File: src/hw/rtl/sha256_compression_macros.svh
// Assertion macros for the SHA-256 compression block.
`ifndef SHA256_COMPRESSION_MACROS_SVH
`define SHA256_COMPRESSION_MACROS_SVH

`ifndef SYNTHESIS

// Check a property on each rising edge, suspended while reset is asserted.
`define SHA_ASSERT(label, clk, rst_n, prop, msg) \
	label: assert property (@(posedge clk) disable iff (!(rst_n)) (prop)) \
		else $error(msg);

// Check a property on each rising edge, reset included.
`define SHA_ASSERT_ALWAYS(label, clk, prop, msg) \
	label: assert property (@(posedge clk) (prop)) else $error(msg);

`else

`define SHA_ASSERT(label, clk, rst_n, prop, msg)
`define SHA_ASSERT_ALWAYS(label, clk, prop, msg)

`endif

`endif

File: src/hw/rtl/sha256c_pkg.sv
// Types, constants and SHA-256 round functions shared by the compression block.
package sha256c_pkg;

	// Request kinds carried in tuser on the input side
	localparam logic REQ_CHAIN = 1'b0;
	localparam logic REQ_MSG   = 1'b1;

	localparam int CHAIN_WORDS  = 8;
	localparam int MSG_WORDS    = 16;
	localparam int ROUNDS       = 64;
	localparam int WORD_W       = 32;
	localparam int IDX_W        = 4;
	localparam int CHAIN_IDX_W  = 3;
	localparam int ROUND_W      = 6;
	localparam int IN_TDATA_W   = 40;
	localparam int OUT_TDATA_W  = 40;

	localparam logic [IDX_W-1:0]       LAST_MSG_IDX   = 4'd15;
	localparam logic [CHAIN_IDX_W-1:0] LAST_CHAIN_IDX = 3'd7;
	localparam logic [ROUND_W-1:0]     LAST_ROUND     = 6'd63;

	// Command queue between front and core
	localparam int QUEUE_DEPTH = 2;
	localparam int QPTR_W      = 1;
	localparam int QCNT_W      = 2;

	typedef enum logic [1:0] {
		CMD_CHAIN,
		CMD_MSG,
		CMD_START
	} cmd_kind_t;

	typedef struct packed {
		cmd_kind_t          kind;
		logic [IDX_W-1:0]   idx;
		logic [WORD_W-1:0]  word;
	} cmd_t;

	typedef struct packed {
		logic full;
		logic empty;
	} queue_status_t;

	typedef enum logic [1:0] {
		CORE_IDLE,
		CORE_ROUND,
		CORE_FEED,
		CORE_EMIT
	} core_state_t;

	typedef struct packed {
		logic busy;
		logic pop;
		logic last_round;
		logic feeding;
		logic emitting;
	} core_status_t;

	function automatic logic [WORD_W-1:0] byte_rev(input logic [WORD_W-1:0] x);
		return {x[7:0], x[15:8], x[23:16], x[31:24]};
	endfunction

	function automatic logic [WORD_W-1:0] rotr(input logic [WORD_W-1:0] x, input int n);
		return (x >> n) | (x << (WORD_W - n));
	endfunction

	function automatic logic [WORD_W-1:0] big_sigma0(input logic [WORD_W-1:0] x);
		return rotr(x, 2) ^ rotr(x, 13) ^ rotr(x, 22);
	endfunction

	function automatic logic [WORD_W-1:0] big_sigma1(input logic [WORD_W-1:0] x);
		return rotr(x, 6) ^ rotr(x, 11) ^ rotr(x, 25);
	endfunction

	function automatic logic [WORD_W-1:0] small_sigma0(input logic [WORD_W-1:0] x);
		return rotr(x, 7) ^ rotr(x, 18) ^ (x >> 3);
	endfunction

	function automatic logic [WORD_W-1:0] small_sigma1(input logic [WORD_W-1:0] x);
		return rotr(x, 17) ^ rotr(x, 19) ^ (x >> 10);
	endfunction

	// Round constants K0..K63
	function automatic logic [WORD_W-1:0] round_k(input logic [ROUND_W-1:0] t);
		logic [WORD_W-1:0] k;
		case (t)
			6'd0:  k = 32'h428A2F98;
			6'd1:  k = 32'h71374491;
			6'd2:  k = 32'hB5C0FBCF;
			6'd3:  k = 32'hE9B5DBA5;
			6'd4:  k = 32'h3956C25B;
			6'd5:  k = 32'h59F111F1;
			6'd6:  k = 32'h923F82A4;
			6'd7:  k = 32'hAB1C5ED5;
			6'd8:  k = 32'hD807AA98;
			6'd9:  k = 32'h12835B01;
			6'd10: k = 32'h243185BE;
			6'd11: k = 32'h550C7DC3;
			6'd12: k = 32'h72BE5D74;
			6'd13: k = 32'h80DEB1FE;
			6'd14: k = 32'h9BDC06A7;
			6'd15: k = 32'hC19BF174;
			6'd16: k = 32'hE49B69C1;
			6'd17: k = 32'hEFBE4786;
			6'd18: k = 32'h0FC19DC6;
			6'd19: k = 32'h240CA1CC;
			6'd20: k = 32'h2DE92C6F;
			6'd21: k = 32'h4A7484AA;
			6'd22: k = 32'h5CB0A9DC;
			6'd23: k = 32'h76F988DA;
			6'd24: k = 32'h983E5152;
			6'd25: k = 32'hA831C66D;
			6'd26: k = 32'hB00327C8;
			6'd27: k = 32'hBF597FC7;
			6'd28: k = 32'hC6E00BF3;
			6'd29: k = 32'hD5A79147;
			6'd30: k = 32'h06CA6351;
			6'd31: k = 32'h14292967;
			6'd32: k = 32'h27B70A85;
			6'd33: k = 32'h2E1B2138;
			6'd34: k = 32'h4D2C6DFC;
			6'd35: k = 32'h53380D13;
			6'd36: k = 32'h650A7354;
			6'd37: k = 32'h766A0ABB;
			6'd38: k = 32'h81C2C92E;
			6'd39: k = 32'h92722C85;
			6'd40: k = 32'hA2BFE8A1;
			6'd41: k = 32'hA81A664B;
			6'd42: k = 32'hC24B8B70;
			6'd43: k = 32'hC76C51A3;
			6'd44: k = 32'hD192E819;
			6'd45: k = 32'hD6990624;
			6'd46: k = 32'hF40E3585;
			6'd47: k = 32'h106AA070;
			6'd48: k = 32'h19A4C116;
			6'd49: k = 32'h1E376C08;
			6'd50: k = 32'h2748774C;
			6'd51: k = 32'h34B0BCB5;
			6'd52: k = 32'h391C0CB3;
			6'd53: k = 32'h4ED8AA4A;
			6'd54: k = 32'h5B9CCA4F;
			6'd55: k = 32'h682E6FF3;
			6'd56: k = 32'h748F82EE;
			6'd57: k = 32'h78A5636F;
			6'd58: k = 32'h84C87814;
			6'd59: k = 32'h8CC70208;
			6'd60: k = 32'h90BEFFFA;
			6'd61: k = 32'hA4506CEB;
			6'd62: k = 32'hBEF9A3F7;
			6'd63: k = 32'hC67178F2;
			default: k = '0;
		endcase
		return k;
	endfunction

endpackage

File: src/hw/rtl/sha256c_front.sv
// Input front end: accepts words, classifies them and byte-swaps message words.
module sha256c_front (
	input  logic                             s_axis_tvalid,
	output logic                             s_axis_tready,
	input  logic [sha256c_pkg::IN_TDATA_W-1:0] s_axis_tdata,
	input  logic                             s_axis_tuser,
	input  sha256c_pkg::queue_status_t       q_status,
	output logic                             q_push,
	output sha256c_pkg::cmd_t                q_cmd
);
	import sha256c_pkg::*;

	logic [IDX_W-1:0]  in_idx;
	logic [WORD_W-1:0] in_word;
	logic              chain_ok;

	assign in_idx   = s_axis_tdata[IDX_W-1:0];
	assign in_word  = s_axis_tdata[IDX_W +: WORD_W];
	assign chain_ok = (in_idx[IDX_W-1:CHAIN_IDX_W] == '0);

	// Take a word whenever the queue has room
	assign s_axis_tready = !q_status.full;

	// Classify the word; chaining writes beyond word 7 are accepted and dropped
	always_comb begin
		q_cmd.idx  = in_idx;
		q_cmd.word = in_word;
		q_cmd.kind = CMD_CHAIN;
		q_push     = 1'b0;
		if (s_axis_tuser == REQ_MSG) begin
			q_cmd.word = byte_rev(in_word);
			q_cmd.kind = (in_idx == LAST_MSG_IDX) ? CMD_START : CMD_MSG;
			q_push     = s_axis_tvalid && s_axis_tready;
		end else begin
			q_push     = s_axis_tvalid && s_axis_tready && chain_ok;
		end
	end

endmodule

File: src/hw/rtl/sha256c_queue.sv
// Short command queue between the front end and the compression core.
module sha256c_queue (
	input  logic                       clk,
	input  logic                       arst_n,
	input  logic                       push,
	input  sha256c_pkg::cmd_t          push_cmd,
	input  logic                       pop,
	output sha256c_pkg::cmd_t          head_cmd,
	output sha256c_pkg::queue_status_t status
);
	import sha256c_pkg::*;

	cmd_t              mem_q [QUEUE_DEPTH];
	logic [QPTR_W-1:0] wr_ptr_q;
	logic [QPTR_W-1:0] rd_ptr_q;
	logic [QCNT_W-1:0] count_q;
	logic              do_push;
	logic              do_pop;

	assign status.full  = (count_q == QCNT_W'(QUEUE_DEPTH));
	assign status.empty = (count_q == '0);
	assign do_push      = push && !status.full;
	assign do_pop       = pop && !status.empty;
	assign head_cmd     = mem_q[rd_ptr_q];

	// Store pushed commands
	always_ff @(posedge clk) begin
		if (do_push) begin
			mem_q[wr_ptr_q] <= push_cmd;
		end
	end

	// Advance pointers and fill level
	always_ff @(posedge clk or negedge arst_n) begin
		if (!arst_n) begin
			wr_ptr_q <= '0;
			rd_ptr_q <= '0;
			count_q  <= '0;
		end else begin
			if (do_push) begin
				wr_ptr_q <= (wr_ptr_q == QPTR_W'(QUEUE_DEPTH - 1)) ? '0 : wr_ptr_q + 1'b1;
			end
			if (do_pop) begin
				rd_ptr_q <= (rd_ptr_q == QPTR_W'(QUEUE_DEPTH - 1)) ? '0 : rd_ptr_q + 1'b1;
			end
			if (do_push && !do_pop) begin
				count_q <= count_q + 1'b1;
			end else if (do_pop && !do_push) begin
				count_q <= count_q - 1'b1;
			end
		end
	end

endmodule

File: src/hw/rtl/sha256c_core.sv
// Compression core: word stores, round unit, feed-forward and result output.
module sha256c_core (
	input  logic                                   clk,
	input  logic                                   arst_n,
	input  sha256c_pkg::cmd_t                      q_cmd,
	input  sha256c_pkg::queue_status_t             q_status,
	output logic                                   q_pop,
	output logic                                   out_valid,
	input  logic                                   out_ready,
	output logic [sha256c_pkg::CHAIN_IDX_W-1:0]    out_idx,
	output logic [sha256c_pkg::WORD_W-1:0]         out_word,
	output logic                                   out_last,
	output sha256c_pkg::core_status_t              status
);
	import sha256c_pkg::*;

	core_state_t            state_q;
	core_state_t            state_d;
	logic [WORD_W-1:0]      chain_q [CHAIN_WORDS];
	logic [WORD_W-1:0]      msg_q   [MSG_WORDS];
	logic [WORD_W-1:0]      w_q     [MSG_WORDS];
	logic [WORD_W-1:0]      v_q     [CHAIN_WORDS];
	logic [ROUND_W-1:0]     round_q;
	logic [CHAIN_IDX_W-1:0] emit_q;
	logic                   out_valid_q;
	logic [CHAIN_IDX_W-1:0] out_idx_q;
	logic [WORD_W-1:0]      out_word_q;
	logic                   out_last_q;

	logic              out_free;
	logic              load_out;
	logic              start;
	logic              do_round;
	logic              do_feed;
	logic [WORD_W-1:0] t1;
	logic [WORD_W-1:0] t2;
	logic [WORD_W-1:0] ch;
	logic [WORD_W-1:0] maj;
	logic [WORD_W-1:0] w_next;

	assign out_free = !out_valid_q || out_ready;

	// Next state
	always_comb begin
		state_d = state_q;
		case (state_q)
			CORE_IDLE: begin
				if (!q_status.empty && q_cmd.kind == CMD_START) begin
					state_d = CORE_ROUND;
				end
			end
			CORE_ROUND: begin
				if (round_q == LAST_ROUND) begin
					state_d = CORE_FEED;
				end
			end
			CORE_FEED: begin
				state_d = CORE_EMIT;
			end
			CORE_EMIT: begin
				if (out_free && emit_q == LAST_CHAIN_IDX) begin
					state_d = CORE_IDLE;
				end
			end
			default: begin
				state_d = CORE_IDLE;
			end
		endcase
	end

	// Control outputs per state
	always_comb begin
		q_pop    = 1'b0;
		start    = 1'b0;
		do_round = 1'b0;
		do_feed  = 1'b0;
		load_out = 1'b0;
		case (state_q)
			CORE_IDLE: begin
				q_pop = !q_status.empty;
				start = !q_status.empty && q_cmd.kind == CMD_START;
			end
			CORE_ROUND: begin
				do_round = 1'b1;
			end
			CORE_FEED: begin
				do_feed = 1'b1;
			end
			CORE_EMIT: begin
				load_out = out_free;
			end
			default: begin
				q_pop = 1'b0;
			end
		endcase
	end

	// Round function on a..h and the message schedule window
	always_comb begin
		ch     = v_q[6] ^ (v_q[4] & (v_q[5] ^ v_q[6]));
		maj    = (v_q[0] & v_q[1]) | (v_q[2] & (v_q[0] | v_q[1]));
		t1     = v_q[7] + big_sigma1(v_q[4]) + ch + round_k(round_q) + w_q[0];
		t2     = big_sigma0(v_q[0]) + maj;
		w_next = small_sigma1(w_q[14]) + w_q[9] + small_sigma0(w_q[1]) + w_q[0];
	end

	// Control registers
	always_ff @(posedge clk or negedge arst_n) begin
		if (!arst_n) begin
			state_q     <= CORE_IDLE;
			round_q     <= '0;
			emit_q      <= '0;
			out_valid_q <= 1'b0;
		end else begin
			state_q <= state_d;
			if (start) begin
				round_q <= '0;
			end else if (do_round) begin
				round_q <= round_q + 1'b1;
			end
			if (do_feed) begin
				emit_q <= '0;
			end else if (load_out) begin
				emit_q <= emit_q + 1'b1;
			end
			if (load_out) begin
				out_valid_q <= 1'b1;
			end else if (out_ready) begin
				out_valid_q <= 1'b0;
			end
		end
	end

	// Chaining words: software writes and feed-forward addition
	always_ff @(posedge clk or negedge arst_n) begin
		if (!arst_n) begin
			for (int i = 0; i < CHAIN_WORDS; i++) begin
				chain_q[i] <= '0;
			end
		end else if (do_feed) begin
			for (int i = 0; i < CHAIN_WORDS; i++) begin
				chain_q[i] <= chain_q[i] + v_q[i];
			end
		end else if (q_pop && q_cmd.kind == CMD_CHAIN) begin
			chain_q[q_cmd.idx[CHAIN_IDX_W-1:0]] <= q_cmd.word;
		end
	end

	// Message store, schedule window and working variables
	always_ff @(posedge clk) begin
		if (q_pop && (q_cmd.kind == CMD_MSG || q_cmd.kind == CMD_START)) begin
			msg_q[q_cmd.idx] <= q_cmd.word;
		end
		if (start) begin
			for (int i = 0; i < MSG_WORDS - 1; i++) begin
				w_q[i] <= msg_q[i];
			end
			w_q[MSG_WORDS-1] <= q_cmd.word;
			for (int i = 0; i < CHAIN_WORDS; i++) begin
				v_q[i] <= chain_q[i];
			end
		end else if (do_round) begin
			for (int i = 0; i < MSG_WORDS - 1; i++) begin
				w_q[i] <= w_q[i+1];
			end
			w_q[MSG_WORDS-1] <= w_next;
			v_q[7] <= v_q[6];
			v_q[6] <= v_q[5];
			v_q[5] <= v_q[4];
			v_q[4] <= v_q[3] + t1;
			v_q[3] <= v_q[2];
			v_q[2] <= v_q[1];
			v_q[1] <= v_q[0];
			v_q[0] <= t1 + t2;
		end
	end

	// Output register
	always_ff @(posedge clk) begin
		if (load_out) begin
			out_idx_q  <= emit_q;
			out_word_q <= chain_q[emit_q];
			out_last_q <= (emit_q == LAST_CHAIN_IDX);
		end
	end

	assign out_valid = out_valid_q;
	assign out_idx   = out_idx_q;
	assign out_word  = out_word_q;
	assign out_last  = out_last_q;

	assign status.busy       = (state_q != CORE_IDLE);
	assign status.pop        = q_pop;
	assign status.last_round = do_round && (round_q == LAST_ROUND);
	assign status.feeding    = do_feed;
	assign status.emitting   = load_out;

endmodule

File: src/hw/rtl/sha256_compression.sv
// Top level of the SHA-256/224 compression block.
//
//  channel  | direction | tdata (low bit up)                 | tuser    | tlast
//  s_axis   | in        | word_index[3:0], data_word[35:4]   | req_type | -
//  m_axis   | out       | out_index[2:0], out_word[34:3]     | -        | out_last
//
// The front end passes each input word on to the two-entry command queue, and the
// core takes it from the head of the queue while idle. Message word 15 starts the
// core, which then runs 64 rounds through the single round unit, one feed-forward
// step and eight result words before it takes the next word from the queue.
// Reset is asynchronous and active low; chaining words come up as zero.
// A stalled m_axis holds the core in its result phase; the queue keeps taking
// words until it is full.
`include "sha256_compression_macros.svh"

module sha256_compression (
	input  logic        clk,
	input  logic        arst_n,
	input  logic        s_axis_tvalid,
	output logic        s_axis_tready,
	input  logic [39:0] s_axis_tdata,   // word_index[3:0], data_word[35:4], zero pad
	input  logic        s_axis_tuser,   // req_type
	output logic        m_axis_tvalid,
	input  logic        m_axis_tready,
	output logic [39:0] m_axis_tdata,   // out_index[2:0], out_word[34:3], zero pad
	output logic        m_axis_tlast
);
	import sha256c_pkg::*;

	cmd_t                   push_cmd;
	cmd_t                   head_cmd;
	logic                   q_push;
	logic                   q_pop;
	queue_status_t          q_status;
	core_status_t           core_status;
	logic [CHAIN_IDX_W-1:0] out_idx;
	logic [WORD_W-1:0]      out_word;

	sha256c_front u_front (
		.s_axis_tvalid (s_axis_tvalid),
		.s_axis_tready (s_axis_tready),
		.s_axis_tdata  (s_axis_tdata),
		.s_axis_tuser  (s_axis_tuser),
		.q_status      (q_status),
		.q_push        (q_push),
		.q_cmd         (push_cmd)
	);

	sha256c_queue u_queue (
		.clk      (clk),
		.arst_n   (arst_n),
		.push     (q_push),
		.push_cmd (push_cmd),
		.pop      (q_pop),
		.head_cmd (head_cmd),
		.status   (q_status)
	);

	sha256c_core u_core (
		.clk       (clk),
		.arst_n    (arst_n),
		.q_cmd     (head_cmd),
		.q_status  (q_status),
		.q_pop     (q_pop),
		.out_valid (m_axis_tvalid),
		.out_ready (m_axis_tready),
		.out_idx   (out_idx),
		.out_word  (out_word),
		.out_last  (m_axis_tlast),
		.status    (core_status)
	);

	// Pack the result word
	assign m_axis_tdata = {{(OUT_TDATA_W - CHAIN_IDX_W - WORD_W){1'b0}}, out_word, out_idx};

	// Commands leave the queue only while the core is idle
	`SHA_ASSERT(a_pop_when_idle, clk, arst_n, core_status.pop |-> !core_status.busy, "queue popped while core busy")

	// The last round is followed by the feed-forward
	`SHA_ASSERT(a_feed_after_rounds, clk, arst_n, core_status.last_round |=> core_status.feeding, "feed-forward missed after last round")

	// A new result appears only from the result phase
	`SHA_ASSERT(a_result_source, clk, arst_n, $rose(m_axis_tvalid) |-> $past(core_status.emitting), "result raised outside result phase")

	// The queue is never both full and empty
	`SHA_ASSERT_ALWAYS(a_queue_level, clk, !(q_status.full && q_status.empty), "queue level inconsistent")

endmodule
File: config.mk
export PLATFORM = sky130hd
export DESIGN_NAME = sha256_compression
export DESIGN_NICKNAME = d
export VERILOG_FILES = /design/src/hw/rtl/sha256c_pkg.sv /design/src/hw/rtl/sha256c_front.sv /design/src/hw/rtl/sha256c_queue.sv /design/src/hw/rtl/sha256c_core.sv /design/src/hw/rtl/sha256_compression.sv
export VERILOG_INCLUDE_DIRS = /design/src /design/src/hw/rtl
export SDC_FILE = /design/constraint.sdc
export NUM_CORES = 2
export LEC_CHECK = 0
export ABC_AREA = 0
export CAP_MARGIN = 20
export CELL_PAD_IN_SITES_DETAIL_PLACEMENT = 1
export CELL_PAD_IN_SITES_GLOBAL_PLACEMENT = 2
export CORE_ASPECT_RATIO = 1.1
export CORE_MARGIN = 2
export CORE_UTILIZATION = 35
export CTS_CLUSTER_DIAMETER = 30
export DETAILED_ROUTE_END_ITERATION = 10
export DONT_BUFFER_PORTS = 1
export PLACE_DENSITY_LB_ADDON = 0.1
export SLEW_MARGIN = 20
export SYNTH_ARGS = -nofsm -noshare
export SYNTH_HDL_FRONTEND = slang
export SYNTH_SLANG_ARGS = --single-unit
File: constraint.sdc
create_clock -name clk -period 32.4 [get_ports clk]
set_input_delay 1.62 -clock clk [delete_from_list [all_inputs] [get_ports clk]]
set_output_delay 1.62 -clock clk [all_outputs]
set_load 0.02 [all_outputs]
==> report_table.html <==
<table>
<tr><th>Metric</th><th>Value</th></tr>
<tr><th colspan="2">Run status</th></tr>
<tr><td>Status</td><td>finished, final reports clean</td></tr>
<tr><th colspan="2">Clock network</th></tr>
<tr><td>Resize count post-CTS</td><td>0</td></tr>
<tr><td>Hold buffer count at cts</td><td>0</td></tr>
<tr><td>Clock latency on the worst-skew pair</td><td>0.93 ns</td></tr>
<tr><td>CTS tree</td><td>built</td></tr>
<tr><td>Number of buffers added for setup after CTS</td><td>0</td></tr>
<tr><td>Clock buffer depth</td><td>4</td></tr>
<tr><td>Root Buffer Master</td><td>sky130_fd_sc_hd__clkbuf_16</td></tr>
<tr><td>Max H-tree Level</td><td>5</td></tr>
<tr><td>Clock Sinks</td><td>1632</td></tr>
<tr><td>Worst-path clk slew</td><td>0.05 ns</td></tr>
<tr><td>CTS Buf Count</td><td>421</td></tr>
<tr><th colspan="2">Worst setup path</th></tr>
<tr><td>Crit end category</td><td>flop</td></tr>
<tr><td>Worst Path Required</td><td>33.01 ns</td></tr>
<tr><td>Arrival time at the worst endpoint</td><td>12.17 ns</td></tr>
<tr><td>R2r worst-path depth</td><td>37</td></tr>
<tr><td>Slowest stage delay, CP</td><td>1.03 ns</td></tr>
<tr><td>Category of the most critical setup path</td><td>reg -&gt; reg</td></tr>
<tr><td>Number of cells on the critical path</td><td>37</td></tr>
<tr><td>Worst Path Buf+Inv</td><td>5</td></tr>
<tr><td>Standard cell with the maximum stage delay on the critical path</td><td>sky130_fd_sc_hd__ha_1</td></tr>
<tr><td>Cell family contributing the most delay on the critical path</td><td>adder cells</td></tr>
<tr><td>Kind of launch point of the worst setup path</td><td>flop</td></tr>
<tr><td>CP Max Fanout</td><td>13</td></tr>
<tr><th colspan="2">Cells and area</th></tr>
<tr><td>Nets@finish</td><td>9789</td></tr>
<tr><td>Cell area after layout</td><td>112000 um^2</td></tr>
<tr><td>Area growth, synth to finish</td><td>20.1%</td></tr>
<tr><td>Area of the multi-input gates</td><td>42800 um^2</td></tr>
<tr><td>Fraction of layout cells with a size suffix above 1</td><td>11.3%</td></tr>
<tr><td>Top library cells by usage in the layout, fill and taps aside</td><td>sky130_fd_sc_hd__nand2_1, sky130_fd_sc_hd__edfxtp_1, sky130_fd_sc_hd__o21ai_0, sky130_fd_sc_hd__clkbuf_16, sky130_fd_sc_hd__xnor2_1</td></tr>
<tr><td>Sequential cell area</td><td>47700 um^2</td></tr>
<tr><td>Fillers</td><td>28500</td></tr>
<tr><td>Most common cell after layout, fill and taps aside</td><td>sky130_fd_sc_hd__nand2_1</td></tr>
<tr><th colspan="2">Power</th></tr>
<tr><td>Relative contribution of the clock network to total power</td><td>63.3%</td></tr>
<tr><td>Fraction of power consumed by combinational cells</td><td>2.2%</td></tr>
<tr><td>Power Density</td><td>60.2 nW/um^2</td></tr>
<tr><td>Net Switching</td><td>1.48 mW</td></tr>
<tr><td>Leak pwr</td><td>46.2 nW</td></tr>
<tr><td>Switching portion of total power</td><td>22.0%</td></tr>
<tr><td>Internal Pwr Total</td><td>5.24 mW</td></tr>
<tr><td>Sequential cell fraction of total power</td><td>34.5%</td></tr>
<tr><td>Maximum vdd ir drop</td><td>0.0521 mV</td></tr>
<tr><th colspan="2">Routing</th></tr>
<tr><td>Total iterations of the first detailed-routing run</td><td>7</td></tr>
<tr><td>Wire length the detailed router placed on met1</td><td>151 mm</td></tr>
<tr><td>Initial drt markers</td><td>4773</td></tr>
<tr><td>Wire length after detailed routing</td><td>358 mm</td></tr>
<tr><td>Number of DRC violations after detailed routing</td><td>0</td></tr>
<tr><td>Average wire length per cell after detail routing</td><td>27.5 um</td></tr>
<tr><td>Antenna-violating nets left</td><td>0</td></tr>
<tr><td>DR vias/cell</td><td>5.41</td></tr>
<tr><td>Top layer in use</td><td>met5</td></tr>
<tr><td>Total length of routed met2 wires</td><td>178 mm</td></tr>
<tr><td>Overall via count from detail_route</td><td>70400</td></tr>
<tr><td>Met3 wire len</td><td>15.0 mm</td></tr>
<tr><th colspan="2">Timing</th></tr>
<tr><td>Final worst clock skew</td><td>0.0993 ns</td></tr>
<tr><td>Remaining max-slew budget at the tightest pin</td><td>20.4%</td></tr>
<tr><td>Final worst path period need</td><td>11.56 ns</td></tr>
<tr><td>Max Clock Freq</td><td>0.0865 GHz</td></tr>
<tr><td>Post-route fraction of the period consumed by the critical path</td><td>35.7%</td></tr>
<tr><td>Final-layout worst hold slack</td><td>0.421 ns</td></tr>
<tr><td>Number of failing setup endpoints in the final timing report</td><td>0</td></tr>
<tr><td>Setup repair after global routing missed its margin</td><td>no</td></tr>
<tr><td>Final Max Tran Viols</td><td>0</td></tr>
<tr><td>Transition at the pin with the smallest max-transition slack</td><td>1.19 ns</td></tr>
<tr><td>Sum of negative setup slack</td><td>0 ns</td></tr>
<tr><td>Smallest setup slack after layout</td><td>20.84 ns</td></tr>
<tr><td>Total count of hold-check failures in the final report</td><td>0</td></tr>
<tr><th colspan="2">Floorplanning</th></tr>
<tr><td>Area of the core</td><td>264000 um^2</td></tr>
<tr><td>Die ar.</td><td>269000 um^2</td></tr>
<tr><td>Number of I/O pins</td><td>88</td></tr>
<tr><td>Die extent in y</td><td>544 um</td></tr>
<tr><td>Effective utilization at floorplan</td><td>35.1%</td></tr>
<tr><td>Die X-Extent</td><td>495 um</td></tr>
<tr><td>Cell Rows</td><td>198</td></tr>
<tr><th colspan="2">Placement</th></tr>
<tr><td>Pre-CTS setup slack</td><td>20.91 ns</td></tr>
<tr><td>Cell area reported after detailed placement</td><td>97100 um^2</td></tr>
<tr><td>Port buffer count</td><td>0</td></tr>
<tr><td>Placed wire-length estimate after detailed placement</td><td>249 mm</td></tr>
<tr><td>Routability congestion estimate from global placement</td><td>0.909</td></tr>
<tr><th colspan="2">Synthesis</th></tr>
<tr><td>FFs w/ async S/R, synth</td><td>16.7%</td></tr>
<tr><td>Number of standard cells after synthesis</td><td>9030</td></tr>
<tr><td>Number of flip-flops and latches in the synthesized netlist</td><td>1632</td></tr>
<tr><td>Combinational family with the most area after synthesis</td><td>simple AND/OR/NAND/NOR gates</td></tr>
<tr><td>Portion of the post-synthesis area used by sequential elements</td><td>51.3%</td></tr>
<tr><td>EDFF count, synth</td><td>1360</td></tr>
<tr><td>Mean post-synth cell area</td><td>10.3 um^2</td></tr>
<tr><td>Share of the synthesized area in compound gates (AO/OA/AOI/OAI)</td><td>12.0%</td></tr>
<tr><td>Synthesized-area fraction occupied by adder cells</td><td>9.88%</td></tr>
<tr><td>Post-synth cell types</td><td>102</td></tr>
<tr><td>Ys flop type</td><td>sky130_fd_sc_hd__edfxtp_1</td></tr>
<tr><td>XOR/XNOR share of the synthesized area</td><td>5.12%</td></tr>
<tr><td>Share of synthesized cell area in and, or, nand and nor gates</td><td>15.0%</td></tr>
<tr><td>Synthesized cell area</td><td>92900 um^2</td></tr>
<tr><td>Proportion of synthesized area in mux cells</td><td>3.50%</td></tr>
<tr><td>Yosys warning count</td><td>0</td></tr>
<tr><th colspan="2">Flow run</th></tr>
<tr><td>Number of maximum-capacitance constraint violations</td><td>0</td></tr>
<tr><th colspan="2">GRT</th></tr>
<tr><td>Global-route wire length before repair</td><td>522 mm</td></tr>
<tr><td>Pin count of the biggest net entering global routing</td><td>273</td></tr>
<tr><td>Via count of the first global-routing pass</td><td>73900</td></tr>
<tr><td>GR Overflow Total</td><td>0</td></tr>
<tr><td>Number of antenna violations at the first check in global routing</td><td>15</td></tr>
<tr><td>Global-route total usage across every layer</td><td>26.4%</td></tr>
<tr><th colspan="2">Hold path</th></tr>
<tr><td>Worst hold path type</td><td>in -&gt; async</td></tr>
</table>
[area by class of cell]
| type | count | area share (%) |
|---|---|---|
| diodes | 10 | 0.0224 |
| clock buffers | 492 | 9.82 |
| clock inverters | 284 | 3.12 |
| inverters | 311 | 1.05 |
| multi-input cells | 6644 | 38.3 |
| flip-flops and latches | 1632 | 42.7 |
| well taps | 3500 | 3.93 |
| repair buffers | 137 | 0.996 |
[per-stage QoR]
stage / power, mW / cells / util, %
2_1_floorplan: 2.40 / 9034 / -
3_3_place_gp: 2.50 / 12200 / 36.7
3_5_place_dp: 2.51 / 12200 / 36.7
4_1_cts: 6.78 / 13000 / 42.2
5_1_grt: 6.90 / 13000 / 42.2
6_report: 6.72 / 13000 / 42.2
[cells by family after synthesis]
family                   Yosys count
AO/OA/AOI/OAI                   1801
XOR/XNOR                         543
adder cells (fa/ha/maj)          621
buffers and inverters            758
flip-flops                      1632
multiplexers                     229
other                              1
AND/OR/NAND/NOR                 3445
[path summary, 6_finish.rpt]
kind / from / slack [ns] / to
hold reg to reg: u_core.msg_q[10][0]$_DFFE_PP_ / 0.43 / u_core.w_q[0][320]$_DFFE_PP_
min in group clk: u_core.msg_q[10][0]$_DFFE_PP_ / 0.43 / u_core.w_q[0][320]$_DFFE_PP_
max in group asynchronous: arst_n / 31.38 / u_core.round_q[2]$_DFFE_PN0P_
setup / recovery: u_core.round_q[0]$_DFFE_PN0P_ / 20.84 / u_core.v_q[0][31]$_DFFE_PP_
hold / removal: arst_n / 0.42 / u_core.chain_q[178]$_DFFE_PN0P_
setup reg to reg: u_core.round_q[0]$_DFFE_PN0P_ / 20.84 / u_core.v_q[0][31]$_DFFE_PP_
[sequential cells by signal (all words and copies together), names as in the netlist]
name	cells
u_core.chain_q	256
u_core.emit_q	3
u_core.msg_q	480
u_core.out_idx	3
u_core.out_last	1
u_core.out_valid	1
u_core.out_word	32
u_core.round_q	6
u_core.state_q	2
u_core.v_q	256
u_core.w_q	512
u_queue.count_q	2
u_queue.mem_q	76
u_queue.rd_ptr_q	1
u_queue.wr_ptr_q	1
[cells in the mapped netlist (75+ instances only)]
master / count / area (um^2)
sky130_fd_sc_hd__a21o_1: 176 / 1320
sky130_fd_sc_hd__a21oi_1: 404 / 2020
sky130_fd_sc_hd__clkbuf_1: 389 / 1460
sky130_fd_sc_hd__dfrtp_1: 272 / 6810
sky130_fd_sc_hd__edfxtp_1: 1360 / 40800
sky130_fd_sc_hd__fa_1: 195 / 3900
sky130_fd_sc_hd__ha_1: 402 / 5030
sky130_fd_sc_hd__inv_1: 308 / 1160
sky130_fd_sc_hd__mux2_2: 94 / 1060
sky130_fd_sc_hd__nand2_1: 2615 / 9820
sky130_fd_sc_hd__nand3_1: 96 / 480
sky130_fd_sc_hd__nor2_1: 363 / 1360
sky130_fd_sc_hd__nor3_1: 75 / 375
sky130_fd_sc_hd__o211ai_1: 95 / 713
sky130_fd_sc_hd__o21ai_0: 615 / 3080
sky130_fd_sc_hd__xnor2_1: 417 / 3650
sky130_fd_sc_hd__xor2_1: 126 / 1100
[layer usage]
layer / global-route usage, % / up-vias
li1: - / 32100
met1: 33.2 / 36200
met2: 45.9 / 1545
met3: 3.64 / 578
met4: 9.76 / 4
met5: 0 / -
[power by group through the flow]
stage,Clock (mW),Sequential (mW),Combinational (mW)
3_3_place_gp,0,2.35,0.151
2_1_floorplan,0,2.35,0.0484
6_report,4.25,2.32,0.151
3_5_place_dp,0,2.35,0.154
4_1_cts,4.31,2.32,0.154
5_1_grt,4.43,2.32,0.157
Power figures use the tool's default switching activity.
